==> src/rtl/assert_macros.svh <==
// Assertion macros used by the top level of the flow state tracker.
// Depends on nothing; synthesis builds define SYNTHESIS to drop the checks.
`ifndef ASSERT_MACROS_SVH
`define ASSERT_MACROS_SVH

`ifndef SYNTHESIS

// The consequent must hold in the same cycle as the antecedent.
`define ASSERT_SAME(label, clk, rst_n, ante, cons) \
    label: assert property (@(posedge clk) disable iff (!rst_n) (ante) |-> (cons)) \
        else $error("%m: same-cycle check failed");

// The consequent must hold in the cycle after the antecedent.
`define ASSERT_NEXT(label, clk, rst_n, ante, cons) \
    label: assert property (@(posedge clk) disable iff (!rst_n) (ante) |=> (cons)) \
        else $error("%m: next-cycle check failed");

`else

`define ASSERT_SAME(label, clk, rst_n, ante, cons)
`define ASSERT_NEXT(label, clk, rst_n, ante, cons)

`endif

`endif

==> src/rtl/pfst_pkg.sv <==
// Types, codes and constants of the flow state tracker.
// Used by pfst_fsm and the top level of the block; depends on nothing.
package pfst_pkg;

    localparam int FLOW_ENTRIES = 256;
    localparam int FLOW_AW      = $clog2(FLOW_ENTRIES);

    localparam logic [2:0] ST_ZERO        = 3'd0;
    localparam logic [2:0] ST_UNIFLOW     = 3'd1;
    localparam logic [2:0] ST_ASSOCIATING = 3'd2;
    localparam logic [2:0] ST_ASSOCIATED  = 3'd3;
    localparam logic [2:0] ST_STOPWAIT    = 3'd4;
    localparam logic [2:0] ST_STOPPING    = 3'd5;

    localparam logic [1:0] CMD_NONE    = 2'd0;
    localparam logic [1:0] CMD_START   = 2'd1;
    localparam logic [1:0] CMD_RESTART = 2'd2;

    localparam logic [1:0] CFG_IDLE_TIMEOUT       = 2'd0;
    localparam logic [1:0] CFG_ASSOCIATED_TIMEOUT = 2'd1;
    localparam logic [1:0] CFG_STOP_TIMEOUT       = 2'd2;

    localparam logic [15:0] IDLE_TIMEOUT_RST       = 16'd100;
    localparam logic [15:0] ASSOCIATED_TIMEOUT_RST = 16'd30;
    localparam logic [15:0] STOP_TIMEOUT_RST       = 16'd20;

    typedef struct packed {
        logic [7:0]  flow_index;
        logic        new_flow;
        logic [31:0] source_address;
        logic        stop_flag;
        logic [31:0] packet_serial;
        logic [31:0] echoed_serial;
    } pfst_in_t;

    typedef struct packed {
        logic [2:0]  flow_state;
        logic [1:0]  timer_command;
        logic [15:0] timeout_value;
    } pfst_out_t;

    // One flow entry as it sits in the state memory.
    typedef struct packed {
        logic [2:0]  state;
        logic [31:0] reference_source;
        logic [31:0] associating_serial;
        logic [31:0] stopwait_serial;
    } entry_t;

    typedef struct packed {
        logic [15:0] idle_timeout;
        logic [15:0] associated_timeout;
        logic [15:0] stop_timeout;
    } timeouts_t;

endpackage

==> src/rtl/pfst_fsm.sv <==
// Per-packet state transition of one flow entry: new entry and result.
// Depends on pfst_pkg.
module pfst_fsm
    import pfst_pkg::*;
(
    input  pfst_in_t  item,
    input  entry_t    cur,
    input  timeouts_t tmo,
    output entry_t    upd,
    output pfst_out_t res
);

    logic [2:0]  st;
    logic [31:0] serial_diff;
    logic        pse_after;
    logic        same_src;

    // Serial order: after means a forward distance of 1 .. 2^31-1.
    assign serial_diff = item.echoed_serial - cur.associating_serial;
    assign pse_after   = (serial_diff != 32'd0) && !serial_diff[31];
    assign same_src    = (cur.reference_source == item.source_address);
    assign st          = item.new_flow ? ST_ZERO : cur.state;

    always_comb
    begin
        upd               = cur;
        upd.state         = st;
        res.flow_state    = st;
        res.timer_command = CMD_NONE;
        res.timeout_value = 16'd0;
        unique case (st)
            ST_ZERO:
            begin
                upd.state              = ST_UNIFLOW;
                upd.reference_source   = item.source_address;
                res.flow_state         = ST_UNIFLOW;
                res.timer_command      = CMD_START;
                res.timeout_value      = tmo.idle_timeout;
            end
            ST_UNIFLOW:
            begin
                res.timer_command = CMD_RESTART;
                res.timeout_value = tmo.idle_timeout;
                if (!same_src)
                begin
                    upd.state              = ST_ASSOCIATING;
                    upd.associating_serial = item.packet_serial;
                    res.flow_state         = ST_ASSOCIATING;
                end
            end
            ST_ASSOCIATING:
            begin
                res.timer_command = CMD_RESTART;
                res.timeout_value = tmo.idle_timeout;
                if (same_src && pse_after)
                begin
                    upd.state      = ST_ASSOCIATED;
                    res.flow_state = ST_ASSOCIATED;
                end
            end
            ST_ASSOCIATED:
            begin
                res.timer_command = CMD_RESTART;
                res.timeout_value = tmo.associated_timeout;
                if (item.stop_flag)
                begin
                    upd.state            = ST_STOPWAIT;
                    upd.reference_source = item.source_address;
                    upd.stopwait_serial  = item.packet_serial;
                    res.flow_state       = ST_STOPWAIT;
                end
            end
            ST_STOPWAIT:
            begin
                res.timer_command = CMD_RESTART;
                res.timeout_value = tmo.associated_timeout;
                if (item.stop_flag && !same_src &&
                    (cur.stopwait_serial == item.echoed_serial))
                begin
                    upd.state         = ST_STOPPING;
                    res.flow_state    = ST_STOPPING;
                    res.timeout_value = tmo.stop_timeout;
                end
            end
            default:
            begin
                // Stopping, and codes that cannot be stored, keep their state.
            end
        endcase
    end

endmodule

==> config.mk <==
export PLATFORM = sky130hd
export DESIGN_NAME = pfst_fsm
export DESIGN_NICKNAME = d
export VERILOG_FILES = /design/src/rtl/assert_macros.svh /design/src/rtl/pfst_pkg.sv /design/src/rtl/pfst_fsm.sv
export SDC_FILE = /design/constraint.sdc
export NUM_CORES = 1
export LEC_CHECK = 0
export ABC_AREA = 1
export BUFFER_PORTS_ARGS = -buffer_cell sky130_fd_sc_hd__buf_2
export CAP_MARGIN = 20
export CORE_AREA = 2 2 145 147
export DETAILED_ROUTE_END_ITERATION = 7
export DIE_AREA = 0 0 147 149
export GPL_ROUTABILITY_DRIVEN = 0
export PLACE_DENSITY = 0.61
export SLEW_MARGIN = 20
export SYNTH_ARGS = -nofsm -noshare
export SYNTH_HDL_FRONTEND = slang
export SYNTH_SLANG_ARGS = --single-unit
==> constraint.sdc <==
create_clock -name vclk -period 6
set_input_delay 0.6 -clock vclk [all_inputs]
set_output_delay 0.6 -clock vclk [all_outputs]
set_load 0.1 [all_outputs]
[Word level (Yosys, flattened, before mapping)]
Cells that the tools add are included.
Word-level totals
  bits in registers: 0
  output and inout port bits: 120
Operators by class
  add/subtract/negate cells: 1
  equal/unequal tests: 6
  multiplexer cells: 14
  reduce and logical (&&, ||, !) cells: 8
Operators by type and width (number)
  32-bit two-way mux: 4
  21-bit case mux with 5 select lines: 1
  32-bit == test: 2
  32-bit case mux with 2 select lines: 1
  35-bit two-way mux: 1
  32-bit nonzero test: 1
  32-bit subtractor: 1
  16-bit two-way mux: 1
  3-bit two-way mux: 5
  3-bit case mux with 5 select lines: 1
  3-bit by 2-bit == test with 1-bit output, second input constant: 2
  1-bit logical AND: 4
  3-bit by 1-bit == test with 1-bit output, second input constant: 1
  3-bit == test, second input constant: 1
  3-bit logical NOT: 1
  1-bit logical NOT: 2

[Logic depth before layout (Yosys ltp)]
  depth in word-level cells: 6
  depth in mapped cells: 23
  gate-level depth less buffers: 22

[Worst setup path before layout]
No wires, ideal clock.
  path kind: input -> output
  start point: input cur[96] (netlist name)
  end point: output upd[70] (netlist name)
  arrival time: 3946 ps
  data required time: 5400 ps
  slack: 1454 ps
  stages: 9
  cells stage by stage: inv_1 > nor2_1 > nor2_1 > inv_1 > nor2_1 > inv_1 > o21ai_4 > buf_6 > o21ai_0
RTL lines
  from (decl): RTL line pfst_fsm.sv:7  | input entry_t cur,
  to (decl): RTL line pfst_fsm.sv:9  | output entry_t upd,

==> reports/qor.log <==
qor: finish.final_net_count 1649
qor: setup_path.crit_top_cell sky130_fd_sc_hd__nand2_1
qor: grt.grt_pass1_wl 39.09 mm
qor: timing.drv_slew 0
qor: logic_synthesis.syn_area_per_cell 5.127 um^2
qor: setup_path.criticalPathCategory in -> out
qor: grt.first_global_vias 7078
qor: floorplanning.die_height 149 um
qor: grt.overflow 0
qor: setup_path.timing.critical_path.buf_inv 5
qor: logic_synthesis.yosys.area_share.adder 0.07799
qor: finish.area_growth 39.00%
qor: routing.detail_route.vias_per_cell 4.693
qor: finish.final_cell_mix sky130_fd_sc_hd__buf_2, sky130_fd_sc_hd__nand2_1, sky130_fd_sc_hd__inv_1, sky130_fd_sc_hd__nor2_1, sky130_fd_sc_hd__a21oi_1
qor: clocking.post-cts-setup-buffer-count 0
qor: setup_path.critical_path.startpoint item[0]
qor: grt.grt_max_degree 65
qor: finish.num-clock-buffers 0
qor: routing.detail_route.first_pass.iterations 7
qor: floorplanning.design.die.area 21900 um^2
qor: clocking.cts.repair.resized 0
qor: finish.layout-drive-gt1-share 0.3076
qor: floorplanning.initial_utilization 0.2544
qor: floorplanning.floorplan.core_area 20560 um^2
qor: grt.initial_antenna_violation_count 10
qor: setup_path.crit_path_max_fanout 3
qor: setup_path.crit_path_cell_trace buf_2 > inv_1 > ha_1 > fa_1 > inv_1 > nand3_1 > nand3_1 > nand2_1 > nand2_1 > nand2_1 > nand2_1 > nand2_1 > nand2_1 > nand2_1 > nand2_1 > inv_1 > nand2_1 > nor2_2 > nand3_1 > nand2_1 > nand2_1 > nand2_1 > nand3_1 > buf_2
qor: logic_synthesis.synth.cell_area 5230 um^2
qor: logic_synthesis.muxShareOfSynthArea 0.06244
qor: timing.finalCritPeriodShare 0.6818
qor: logic_synthesis.synth-compound-area-share 0.1768
qor: placed_design.numPortBuffers 365
qor: routing.route.detailed.wl_per_inst 16.25 um
qor: worst_hold_path.min-delay-start item[59]
qor: finish.layout_commonest_cell sky130_fd_sc_hd__buf_2
qor: setup_path.critPathLaunchType input pin
qor: setup_path.endpoint_kind output pin
qor: floorplanning.die_w 147 um
qor: setup_path.crit_path_max_incr_delay 450 ps
qor: finish.final-seq-area 0 um^2
qor: logic_synthesis.synth_cell_type_count 43
qor: logic_synthesis.synth_simple_gate_area_frac 0.4321
qor: setup_path.worst-endpoint-arrival 3490 ps
qor: clocking.number_of_buffers_added_to_fix_hold_violations_after_cts 0
qor: logic_synthesis.synth_sequential_area_ratio 0
qor: timing.fmax 244.4 MHz
qor: power_and_ir_drop.vdd.ir_drop.worst 0.04477 mV
qor: routing.detailed_route_iter0_violations 435
qor: routing.num_vias 7711
qor: grt.grt_usage 0.2263
qor: status.status finished, final reports clean
qor: power_and_ir_drop.total_leakage_power 4.336 nW
qor: worst_hold_path.worstHoldPathType in -> out
qor: setup_path.crit_slowest_cell sky130_fd_sc_hd__buf_2
qor: timing.slew_headroom 0.2932
qor: power_and_ir_drop.power.density_cell_area 148.3 nW/um^2
qor: timing.finalHoldViolCount 0
qor: logic_synthesis.synthesis.nets 1305
qor: logic_synthesis.synth_top_family_by_area simple AND/OR/NAND/NOR gates
qor: timing.setup_repair_after_global_routing_missed_its_margin no
qor: logic_synthesis.cell_count_after_synthesis 1020
qor: logic_synthesis.synth_xor_xnor_area_share 0.07871
qor: timing.fin_tns_setup 0 ps
qor: setup_path.critPathTopFamily simple AND/OR/NAND/NOR gates
qor: floorplanning.design.portCount 373
qor: floorplanning.rows 53
qor: routing.remaining_number_of_nets_flagged_by_the_antenna_check_after_routing 0
qor: placed_design.place_hpwl 23.77 mm
qor: timing.setup_viol 0
qor: logic_synthesis.yosysWarnings 0
qor: timing.time_the_worst_path_needs_with_i_o_delays_and_setup 4091 ps
qor: timing.fin_ws 1909 ps
qor: run.cap_viol_max_count 0
qor: routing.wl 26.69 mm
qor: setup_path.cp_data_required_time 5400 ps
qor: placed_design.place_ws 1953 ps
qor: finish.numSequentialCells 0
qor: routing.drc 0
qor: timing.max_slew.worst_pin.slew 1056 ps
qor: finish.nFillCells 2342
[routing by layer]
metal	vias up	global-route usage	share of wire
met2	261	0.4329	0.51
met3	41	0.03486	0.062
met1	3493	0.2663	0.40
met4	6	0.04760	0.020
li1	3910	-	-
met5	-	0	0.0017
[cells in the mapped netlist (2+ instances only)]
library cell               number  area [um^2]
sky130_fd_sc_hd__a21oi_1       70        350.3
sky130_fd_sc_hd__buf_2         12        60.06
sky130_fd_sc_hd__buf_4          5        37.54
sky130_fd_sc_hd__buf_6          4        45.04
sky130_fd_sc_hd__clkbuf_1       3        11.26
sky130_fd_sc_hd__ha_1          31        387.9
sky130_fd_sc_hd__inv_1        194        728.2
sky130_fd_sc_hd__inv_2          2        7.510
sky130_fd_sc_hd__mux2_1        16        180.2
sky130_fd_sc_hd__mux2_2        13        146.4
sky130_fd_sc_hd__nand2_1      320         1201
sky130_fd_sc_hd__nand2_2        7        43.79
sky130_fd_sc_hd__nand2_4        2        22.52
sky130_fd_sc_hd__nand3_1       37        185.2
sky130_fd_sc_hd__nand3_2        3        30.03
sky130_fd_sc_hd__nand3b_1       3        22.52
sky130_fd_sc_hd__nand4_1       14        87.58
sky130_fd_sc_hd__nor2_1        97        364.1
sky130_fd_sc_hd__nor2_2         9        56.30
sky130_fd_sc_hd__nor2_4         3        33.78
sky130_fd_sc_hd__nor3_1         7        35.03
sky130_fd_sc_hd__nor3_2         4        40.04
sky130_fd_sc_hd__nor4_1         5        31.28
sky130_fd_sc_hd__nor4_2         2        25.02
sky130_fd_sc_hd__o211ai_1      19        142.6
sky130_fd_sc_hd__o21ai_0       64        320.3
sky130_fd_sc_hd__o21ai_1        6        30.03
sky130_fd_sc_hd__o21bai_1       3        22.52
sky130_fd_sc_hd__o22ai_1        3        18.77
sky130_fd_sc_hd__or2_2          4        25.02
sky130_fd_sc_hd__xnor2_1       27        236.5
sky130_fd_sc_hd__xor2_1        20        175.2
[power by group]
| group | leakage, nW | switching (mW) | total, mW | internal (mW) |
|---|---|---|---|---|
| registers | 0 | 0 | 0 | 0 |
| clock network | 0.0000380 | 0 | 0.000000134 | 0.000000134 |
| logic | 4.34 | 0.828 | 1.08 | 0.250 |
| total | 4.34 | 0.828 | 1.08 | 0.250 |
[per-stage QoR]
step	utilization	instance area, um^2	power [mW]	hold WS [ps]	instances
final	0.3536	7269	1.078	1684	1643
after detailed placement	0.3529	7254	1.072	1686	1637
after floorplan	-	5230	0.8152	1641	1020
after global placement	0.3529	7254	1.069	1681	1637
after global routing	0.3533	7262	1.146	1714	1640
after CTS	0.3529	7254	1.075	1686	1637
[cells by family (layout without fill, tap and decap cells)]
logic type,count (synthesis),after routing
multiplexers,29,29
buffers and inverters,222,564
other,0,6
AO/OA/AOI/OAI,169,169
adder cells (fa/ha/maj),32,32
XOR/XNOR,47,47
AND/OR/NAND/NOR,521,521
[area by class of cell]
class / instances / area (um^2) / share of cell area
Timing Repair Buffer: 366 / 1834 / 0.2523
Antenna cell: 6 / 15.01 / 0.002065
Tap cell: 275 / 344.1 / 0.04733
Inverter: 198 / 745.7 / 0.1026
Multi-Input combinational cell: 798 / 4330 / 0.5957
[path summary, 6_finish.rpt]
path,endpoint,slack [ps],cells after the start
min,upd[27],1680,4
max,upd[96],1910,24
[tightest hold or removal path: cells and delay by family]
kind | cells | cell delay [ps]
buffers and inverters | 3 | 430
AO/OA/AOI/OAI | 1 | 50
Note: power is estimated with default switching activity, not from simulation.
