===== src/rtl/assert_macros.svh =====
// Assertion macros used by the top level of the flow state tracker.
// Depends on nothing; synthesis builds define SYNTHESIS to drop the checks.
`ifndef ASSERT_MACROS_SVH
`define ASSERT_MACROS_SVH

`ifndef SYNTHESIS

// The consequent must hold in the same cycle as the antecedent.
`define ASSERT_SAME(label, clk, rst_n, ante, cons) \
    label: assert property (@(posedge clk) disable iff (!rst_n) (ante) |-> (cons)) \
        else $error("%m: same-cycle check failed");

// The consequent must hold in the cycle after the antecedent.
`define ASSERT_NEXT(label, clk, rst_n, ante, cons) \
    label: assert property (@(posedge clk) disable iff (!rst_n) (ante) |=> (cons)) \
        else $error("%m: next-cycle check failed");

`else

`define ASSERT_SAME(label, clk, rst_n, ante, cons)
`define ASSERT_NEXT(label, clk, rst_n, ante, cons)

`endif

`endif


===== src/rtl/pfst_ram.sv =====
// Generic single-write, single-read synchronous RAM with a registered read.
// Depends on nothing.
module pfst_ram #(
    parameter int WIDTH = 8,
    parameter int DEPTH = 16
) (
    input  logic                     clk,
    input  logic                     we,
    input  logic [$clog2(DEPTH)-1:0] waddr,
    input  logic [WIDTH-1:0]         wdata,
    input  logic                     re,
    input  logic [$clog2(DEPTH)-1:0] raddr,
    output logic [WIDTH-1:0]         rdata
);

    logic [WIDTH-1:0] mem [DEPTH];

    always_ff @(posedge clk)
    begin
        if (we)
        begin
            mem[waddr] <= wdata;
        end
        if (re)
        begin
            rdata <= mem[raddr];
        end
    end

endmodule


===== config.mk =====
export PLATFORM = sky130hd
export DESIGN_NAME = pfst_ram
export DESIGN_NICKNAME = d
export VERILOG_FILES = /design/src/rtl/assert_macros.svh /design/src/rtl/pfst_ram.sv
export SDC_FILE = /design/constraint.sdc
export NUM_CORES = 1
export LEC_CHECK = 0
export ABC_AREA = 1
export ABC_CLOCK_PERIOD_IN_PS = 1300
export BUFFER_PORTS_ARGS = -buffer_cell sky130_fd_sc_hd__buf_4
export CAP_MARGIN = 20
export CORE_ASPECT_RATIO = 0.5
export CORE_MARGIN = 10
export CORE_UTILIZATION = 30
export CTS_CLUSTER_SIZE = 30
export DETAILED_ROUTE_END_ITERATION = 16
export HOLD_SLACK_MARGIN = 0.05
export REMOVE_ABC_BUFFERS = 1
export SLEW_MARGIN = 20
export SYNTH_ARGS = -nofsm -noshare
export SYNTH_HDL_FRONTEND = slang
export SYNTH_SLANG_ARGS = --single-unit

===== constraint.sdc =====
create_clock -name clk -period 1.3 [get_ports clk]
set_input_delay 0.13 -clock clk [delete_from_list [all_inputs] [get_ports clk]]
set_output_delay 0.13 -clock clk [all_outputs]
set_load 0.1 [all_outputs]

# Yosys cells after proc, flatten, opt, wreduce, memory -nomap -nowiden
# Memory sizes are Yosys's and may differ from the RTL's. A register that Yosys moved wholly into a read port is not among the register bits.
# Cells that the tools add are included.
# totals
ram_bits,128
mem_count,1
elab_cells,3
output_inout_bits,8
in_bits,19
register_bits,0
# op_classes
muxes,2
# memory_table
memory,words,word_bits,read_ports,rd_clocked_by_memory_dff,write_ports,line_no,rtl
mem,16,8,1,1,1,pfst_ram.sv:16,logic [WIDTH-1:0] mem [DEPTH];
# op_table
cell,n
2-to-1 mux 1 bit,2

# Longest topological paths before layout
# Gate-level depths: netlist of the first run.
# depth
word_depth,2
depth_mapped,8
mapped_depth_nobuf,7

# Worst setup path after synthesis of the first run
# Ideal clock, no wire load.
# synth_path
path_kind,input-to-reg
startpoint,in waddr[2]
endpoint,"mem mem[10][0], enable pin"
required_ns,0.930
path_stages,2
t_arrival_ns,0.711
setup_slack_ns,0.219
n_path_buf,0
path_cell_list,nand3b_1 nor2_1
# synth_lines
element,line_no,rtl
from (decl),pfst_ram.sv:9,"input logic [$clog2(DEPTH)-1:0] waddr,"
to (decl),pfst_ram.sv:16,
# Straight into the memory's write port.

# Worst setup path in the final report of the first run
# layout_path
startpoint,"reg rdata[0], read port of mem"
endpoint,out rdata[0]
# layout_lines
element,line_no,rtl
from (decl),pfst_ram.sv:13,output logic [WIDTH-1:0] rdata
# No word-level cell between the ends.

==> results of run 1 <==
report_power, final:
group	internal, mW	switching (mW)	total [mW]
clock network	2.79	1.68	4.47
logic	0.230	0.578	0.808
registers	4.94	0.0283	4.97
total	7.97	2.29	10.3
stage by stage:
step / setup slack, ns / setup TNS, ns / hold WS, ns / power (mW)
after global routing: 0.03333 / 0 / 0.07321 / 10.56
after detailed placement: -0.1281 / -0.4600 / 0.4464 / 5.870
after CTS: 0.05899 / 0 / 0.05214 / 10.33
after floorplan: 0.04939 / 0 / 0.2289 / 5.473
final: 0.07585 / 0 / 0.05599 / 10.25
after global placement: -0.1042 / -0.3168 / 0.4497 / 5.862
sequential cells by signal (all words and copies together), names as in the netlist:
signal  count
mem       128
rdata       8
cells in the final DEF (no fill, tap or decap), drive strengths merged:
cell and count:
buf 53, bufinv 2, clkbuf 22, clkinv 7, clkinvlp 1, dlygate4sd3 2
edfxtp 136, inv 102, nand2 173, nand3 97, nand3b 2, nor2 17
synthesized netlist by cell type:
cell type    n  area [um^2]
nand3b_1     2        15.01
buf_6        6        67.56
edfxtp_1   136         4084
nor2_1      17        63.81
buf_2       13        65.06
inv_2        2        7.510
buf_1        1        3.750
nand2_1    173        649.4
nand3_1     97        485.5
buf_4        4        30.03
inv_1      100        375.4
worst max path at each step:
stage	from	to	depth (start not counted)
after global placement	raddr[1]	rdata[7]$_DFFE_PP_	6
after detailed placement	raddr[1]	rdata[7]$_DFFE_PP_	6
after global routing	mem[2][7]$_DFFE_PP_	rdata[7]$_DFFE_PP_	6
after floorplan	raddr[0]	rdata[2]$_DFFE_PP_	6
after CTS	rdata[0]$_DFFE_PP_	rdata[0]	1
final	rdata[0]$_DFFE_PP_	rdata[0]	1
layout make-up:
class	count	area (um^2)	area share
clock inverters	10	103.9	0.01477
repair buffers	55	480.5	0.06832
multi-input cells	289	1214	0.1726
well taps	259	324.1	0.04608
flip-flops and latches	136	4084	0.5807
inverters	102	382.9	0.05444
clock buffers	22	444.2	0.06316
kinds of logic (layout without fill, tap and decap cells):
| group | Yosys count | count (layout) |
|---|---|---|
| AND/OR/NAND/NOR | 289 | 289 |
| buffers and inverters | 126 | 189 |
| flip-flops | 136 | 136 |
layer usage:
metal	up-vias	global-route usage	part of all wire
met5	-	0	0
met4	0	0.04255	0.013
met3	16	0.01833	0.046
met2	98	0.1884	0.52
met1	1841	0.1279	0.42
li1	1877	-	-
==> impl_results.md, run 1 <==
- Die area: 25,810 um^2
- Area grow syn2layout: 20.29%
- Complex-gate fraction of the synthesized area: 0
- Worst EP required: 1.17 ns
- Maximum clock frequency: 0.8169 GHz
- Diode count: 0
- Layout Utilization: 0.3752
- Die height: 118.7 um
- Antenna Nets Post-Route: 0
- Nets: 620
- Adder-cell share of the synthesized area: 0
- XOR/XNOR Fraction of Synth Area: 0
- WS Path Type: reg2out
- Post-Synth Simple-Gate Area: 0.2076
- Internal reg-to-reg setup slack: 0.15 ns
- Initial core utilization: 0.3119
- Largest net degree at the start of global routing: 40
- Status: finished clean
- Post-route minimum period: 1.224 ns
- Fin cells: 873
- Hold Path Depth: 1
- Hold Path Class: in2reg
- Global-route wire length before repair: 21,370 um
- CP max stage cell: edfxtp_1
- Mux contribution to synthesized area: 0
- GRT overflow: 0
- CP top delay family: flip-flops
- Hold Startpoint: wdata[3]
- RR Startpoint: mem[2][7]$_DFFE_PP_
- Final setup vio count: 0
- Tcrit/Tclk final: 0.9417
- Pleak: 2.990 nW
- DRT Pass-1 Iters: 5
- FF-to-FF End: rdata[7]$_DFFE_PP_
- Crit path capture type: output pin
- Root Buffer Master: clkbuf_16
- Max_cap viols: 0
- Arrival time of the worst setup path: 1.09 ns
- Die width: 217.4 um
- GR Util All Layers: 0.1072
- CP Launch Type: flip-flop
- IO buf count: 26
- Fin. Hold Viols: 0
- Bufs and invs on worst path: 1
- PostCTS Resize Cnt: 0
- Total clock sinks: 136
- Filler cells: 1,829
- RSZ-0062 raised after global routing: false
- Worst vdd ir: 0.9378 mV
- Seq/Total Area, Yosys: 0.6985
- Number of setup buffers added after CTS: 0
- Vias in the first global route: 3,843
- Synth Cell Area: 5847 um^2
- Cell Rows: 35
- Setup Skew: 0.005326 ns
- Gpl congestion: 0.8050
- Synth Area per Inst: 10.61 um^2
- Initial antenna violation count: 0
- Hold-critical path endpoint: mem[6][3]$_DFFE_PP_
- Core ar.: 18,740 um^2
- Routed wire length per instance: 15.61 um
- Cells on worst reg2reg path: 6
- Vias per cell: 4.389
- Placed cell count: 839
- Hold buffers post-CTS: 2
- I/O Pins: 27
- Clk buf depth: 2
- Total CTS buffers: 17
- Share of layout cells above drive strength 1: 0.1303
- Main combinational cell family by area after synthesis: simple AND/OR/NAND/NOR gates
- Post-synth cell types: 11
- Crit-path max cell delay: 0.37 ns
- Max FO, Critical Path: 1
- Skew-Pair Late Insertion Delay: 0.41 ns
- Cell count after synthesis: 551
- Slew @ Worst Pin: 0.6277 ns
- CP cell instances: buf_4
- PD cells: 1458 nW/um^2
- Via Count: 3,832
- Remaining DRCs: 0
- CTS tree: yes
- Final Cell Area: 7033 um^2
- Clock transition at path regs: 0.05 ns
- Hpwl dp: 8509 um
- CTS H-tree depth: 4
- Max Slew Vio Count: 0
- Slew HR: 0.5809
- Dpl cell area: 6465 um^2
- Total wire length: 13,630 um
- Syn. warnings: 0
- FF+latch count, synth: 136
- Initial drt markers: 360
No activity file was read; power rests on OpenSTA's default activity.
==> run 2, diff against run 1 <==
SETUP_SLACK_MARGIN = 0.2   (was unset)
==> run 2 against run 1 <==
  * Combinational power is 9.0% higher
  * Register-to-register slack better by 0.04 ns
  * Core utilization grew 1.3 points
  * Via count rose by 0.23%
  * Final cell count did not move
  * Fmax is 4.4% higher
  * Hold slack improved by 0.0065 ns
  * Sequential share of layout area shrank 2.0 points
  * Die area did not move
  * Non-clock buffer count is the same
  * Clock power hardly changed
  * Largest power group unchanged
==> impl_results.md, run 2 (synthesis results as in run 1) <==
- Via Count: 3,841
- Die height: 118.7 um
- Gpl congestion: 0.8050
- Cells on worst reg2reg path: 6
- Hold Startpoint: wdata[3]
- Post-route minimum period: 1.172 ns
- Global-route wire length before repair: 21,520 um
- Internal reg-to-reg setup slack: 0.19 ns
- Total clock sinks: 136
- Hpwl dp: 8509 um
- Slew @ Worst Pin: 0.7070 ns
- Max Slew Vio Count: 0
- Tcrit/Tclk final: 0.9016
- Clock transition at path regs: 0.05 ns
- Total wire length: 13,740 um
- Stages on worst setup path: 1
- CP max stage cell: edfxtp_1
- IO buf count: 26
- RSZ-0062 raised after global routing: true
- Pleak: 3.087 nW
- Diode count: 0
- Status: finished clean
- Placed cell count: 839
- Commonest non-fill, non-tap cell in the layout: nand2_1
- Fin cells: 873
- Antenna Nets Post-Route: 0
- Die width: 217.4 um
- DRT Pass-1 Iters: 4
- Multi-input gate area: 1436 um^2
- Hold Path Class: in2reg
- Number of setup buffers added after CTS: 0
- WS Path Type: reg2out
- Layout Utilization: 0.3887
- Final WS setup: 0.1279 ns
- Largest net degree at the start of global routing: 40
- Max FO, Critical Path: 1
- Initial antenna violation count: 0
- Most frequent cells in the layout: 171 x nand2_1, 136 x edfxtp_1, 98 x inv_1
- Routed wire length per instance: 15.74 um
- Clk buf depth: 2
- Die area: 25,810 um^2
- RR Startpoint: mem[5][7]$_DFFE_PP_
- PD cells: 1416 nW/um^2
- Max_cap viols: 0
- I/O Pins: 27
- M1 GR Usage: 0.1304
- Bufs and invs on worst path: 1
- Place WS: -0.1281 ns
- Remaining DRCs: 0
- CP Launch Type: flip-flop
- Setup Skew: 0.005712 ns
- Root Buffer Master: clkbuf_16
- Largest register FFs: 128
- Slew HR: 0.5280
- Vias per cell: 4.400
- Share of layout cells above drive strength 1: 0.2052
- Hold Path Depth: 1
- GR Util All Layers: 0.1083
- Core ar.: 18,740 um^2
- Top Usage Layer GRT: met2
- Biggest regs: mem (128), rdata (8)
- Vias in the first global route: 3,846
- Met2 Use GR: 0.1884
- Hold slack: 0.06254 ns
- CTS H-tree depth: 4
- Final setup vio count: 0
- M3 GR Usage: 0.01833
- Dpl cell area: 6465 um^2
- FF-to-FF End: rdata[7]$_DFFE_PP_
- Nets: 620
- Worst vdd ir: 0.9211 mV
- Final Cell Area: 7286 um^2
- GRT overflow: 0
- CP cell instances: buf_6
- Total CTS buffers: 17
- Initial drt markers: 267
- Worst EP required: 1.17 ns
- CTS tree: yes
- Area grow syn2layout: 24.61%
- Skew-Pair Late Insertion Delay: 0.41 ns
- CP top delay family: flip-flops
- Crit path capture type: output pin
- Initial core utilization: 0.3119
- Reg area: 4084 um^2
- Cell Rows: 35
- Arrival time of the worst setup path: 1.04 ns
- Hold-critical path endpoint: mem[6][3]$_DFFE_PP_
- Filler cells: 1,788
- Crit-path max cell delay: 0.42 ns
- Maximum clock frequency: 0.8532 GHz
- Largest reg by FF count: mem
- Fin. Hold Viols: 0
run 2: what timing repair did:
item                                   4_1_cts  5_1_grt
pin swaps                                    2       30
endpoints found under the hold margin       24        0
resized for setup                           16       39
setup endpoints to repair                   14       16
hold buffers                                 2        0
run 2: layer usage:
metal  part of all wire  routed length, um  vias up
li1                   -                  -     1876
met1               0.40               5445     1838
met2               0.52               7169      111
met3              0.068                935       16
met4              0.014                195        0
met5                  0                  0        -
run 2: metrics by stage:
| step | TNS (ns) | power, mW |
|---|---|---|
| after floorplan | 0 | 5.473 |
| after global placement | -0.3168 | 5.862 |
| after detailed placement | -0.4600 | 5.870 |
| after CTS | 0 | 10.36 |
| after global routing | 0 | 10.64 |
| final | 0 | 10.32 |
run 2: worst max path at each step:
stage | start | endpoint
floorplan | raddr[0] | rdata[2]$_DFFE_PP_
global placement | raddr[1] | rdata[7]$_DFFE_PP_
global route | mem[5][7]$_DFFE_PP_ | rdata[7]$_DFFE_PP_
detailed placement | raddr[1] | rdata[7]$_DFFE_PP_
CTS | rdata[0]$_DFFE_PP_ | rdata[0]
finish | rdata[0]$_DFFE_PP_ | rdata[0]
run 2: power by group:
| part | internal [mW] | leakage (nW) | switching, mW |
|---|---|---|---|
| clock network | 2.79 | 0.267 | 1.67 |
| logic | 0.265 | 1.58 | 0.615 |
| registers | 4.94 | 1.24 | 0.0325 |
| total | 8.00 | 3.09 | 2.32 |
run 2: area by class of cell:
type	instances	share of cell area
repair buffers	55	0.07007
multi-input cells	289	0.1971
clock buffers	22	0.06097
inverters	102	0.05255
clock inverters	10	0.01425
flip-flops and latches	136	0.5605
well taps	259	0.04448
==> run 3, diff against run 2 <==
ABC_CLOCK_PERIOD_IN_PS = 1180   (was 1300)
CAP_MARGIN = unset   (was 20)
clock period = 1.18 ns   (was 1.3 ns; I/O delays follow)
==> run 3 against run 2 <==
  * The flow now finishes with violations (negative setup slack)
  * Die area did not move
  * Sequential cell count unchanged
  * Design area grew 3.2%
  * Via count grew 1.7%
  * Global-route usage rose by 0.29 points
  * Routed wire length increased by 2.9%
  * Register-to-register slack worse by 0.11 ns
==> impl_results.md, run 3 (synthesis results as in run 1) <==
- Status: finished, violations left
- Failing checks: negative setup slack
- Die area: 25,810 um^2
- Die height: 118.7 um
- Hold slack: 0.05757 ns
- Arrival time of the worst setup path: 1.08 ns
- Multi-input gate area: 1529 um^2
- Final setup vio count: 2
- Internal reg-to-reg setup slack: 0.08 ns
- Crit path capture type: output pin
- Core ar.: 18,740 um^2
- WS Path Type: reg2out
- I/O Pins: 27
- Routed wire length per instance: 16.12 um
- Reg area: 4084 um^2
- Setup TNS: -0.02548 ns
- CTS tree: yes
- Final WS setup: -0.01867 ns
- Slew HR: 0.6614
- CP cell instances: buf_6
- CP top delay family: flip-flops
- DRT Pass-1 Iters: 5
- Slew @ Worst Pin: 0.5073 ns
- CP max stage cell: edfxtp_1
- Global-route wire length before repair: 22,130 um
- Fin cells: 877
- Cells on worst reg2reg path: 6
- Pleak: 3.184 nW
- Sw power: 2.680 mW
- Crit. Startpoint: rdata[3]$_DFFE_PP_
- Skew-Pair Late Insertion Delay: 0.42 ns
- Met2 Use GR: 0.1912
- Clk buf depth: 2
- Largest register FFs: 128
- Vias per cell: 4.454
- Hold Path Depth: 1
- CTS H-tree depth: 4
- Max_cap viols: 0
- Worst vdd ir: 1.135 mV
- M1 GR Usage: 0.1341
- Stages on worst setup path: 1
- IO buf count: 26
- Setup Skew: 0.007811 ns
- Seq pwr share: 0.467
- Fin. Hold Viols: 0
- Max Slew Vio Count: 0
- Cell Rows: 35
- Post-route minimum period: 1.199 ns
- FF-to-FF End: rdata[1]$_DFFE_PP_
- Crit-path max cell delay: 0.45 ns
- Pwr Total: 11.76 mW
- Area grow syn2layout: 28.65%
- Worst EP required: 1.06 ns
- GRT overflow: 0
- M3 GR Usage: 0.01884
- Hold Path Class: in2reg
- Place WS: -0.1507 ns
- Remaining DRCs: 0
- Largest net degree at the start of global routing: 40
- Tcrit/Tclk final: 1.016
- Largest reg by FF count: mem
- CP Launch Type: flip-flop
- Internal power: 9.075 mW
- Gpl congestion: 0.8088
- Switching share of power: 0.2280
- RR Startpoint: mem[7][1]$_DFFE_PP_
- Die width: 217.4 um
- Top Usage Layer GRT: met2
- Placed cell count: 843
- Biggest regs: mem (128), rdata (8)
- Filler cells: 1,782
- GR Util All Layers: 0.1112
- Total wire length: 14,140 um
- Clock power share: 0.443
- Total CTS buffers: 17
- Total clock sinks: 136
- Diode count: 0
- Hpwl dp: 8717 um
- Most frequent cells in the layout: 167 x nand2_1, 136 x edfxtp_1, 100 x inv_1
- Initial antenna violation count: 0
- Via Count: 3,906
- Max FO, Critical Path: 1
- Crit path capture: rdata[3]
- Root Buffer Master: clkbuf_16
- PD cells: 1563 nW/um^2
- Comb pwr share: 0.090
- Initial drt markers: 317
- Commonest non-fill, non-tap cell in the layout: nand2_1
- Nets: 625
- RSZ-0062 raised after global routing: true
- Vias in the first global route: 3,890
- Maximum clock frequency: 0.8343 GHz
- Bufs and invs on worst path: 1
- Share of layout cells above drive strength 1: 0.2443
- Antenna Nets Post-Route: 0
- Clock transition at path regs: 0.05 ns
- Initial core utilization: 0.3119
run 3: cell types whose count changed in the layout (fill, tap and decap cells not counted), moves of 4 or more:
cell	delta
nand3_1	-15
buf_12	+7
nand3_2	+14
clkbuf_1	-5
nand2_1	-4
nand2_2	+4
buf_6	-5
run 3: cell type report:
| type | count | area share |
|---|---|---|
| Clock inverter | 14 | 0.02096 |
| Sequential cell | 136 | 0.5429 |
| Inverter | 102 | 0.05090 |
| Tap cell | 259 | 0.04308 |
| Timing Repair Buffer | 60 | 0.08234 |
| Multi-Input combinational cell | 289 | 0.2033 |
| Clock buffer | 17 | 0.05655 |
run 3: power by group through the flow:
stage,Clock (mW),Sequential [mW],Combinational [mW]
4_1_cts,5.28,5.49,1.01
3_3_place_gp,0,5.57,0.903
3_5_place_dp,0,5.58,0.907
5_1_grt,5.48,5.49,1.15
6_report,5.21,5.49,1.06
2_1_floorplan,0,5.74,0.292
run 3: metal layers:
| layer | vias up | wire (um) |
|---|---|---|
| met5 | - | 0 |
| met4 | 0 | 265 |
| met3 | 20 | 656 |
| met2 | 84 | 7304 |
| met1 | 1908 | 5912 |
| li1 | 1894 | - |
run 3: stage by stage:
step	utilization	instance area, um^2
finish	0.4013	7522
global route	0.4013	7522
CTS	0.3927	7360
detailed placement	0.3479	6520
global placement	0.3479	6520
floorplan	-	5680
run 3: worst min-delay path by stage:
stage	from	to	slack (ns)
floorplan	wdata[0]	mem[0][0]$_DFFE_PP_	0.22
global placement	re	rdata[5]$_DFFE_PP_	0.45
detailed placement	re	rdata[4]$_DFFE_PP_	0.44
CTS	wdata[6]	mem[13][6]$_DFFE_PP_	0.06
global route	wdata[6]	mem[6][6]$_DFFE_PP_	0.07
finish	wdata[6]	mem[1][6]$_DFFE_PP_	0.06
run 3: timing repair:
action                                  in CTS  in global routing
hold buffers                                 3                  0
hold endpoints to repair                    40                  0
pin swaps                                   31                 27
gates resized for setup                     49                 34
buffers inserted                             0                  0
endpoints found under the setup margin      16                 16
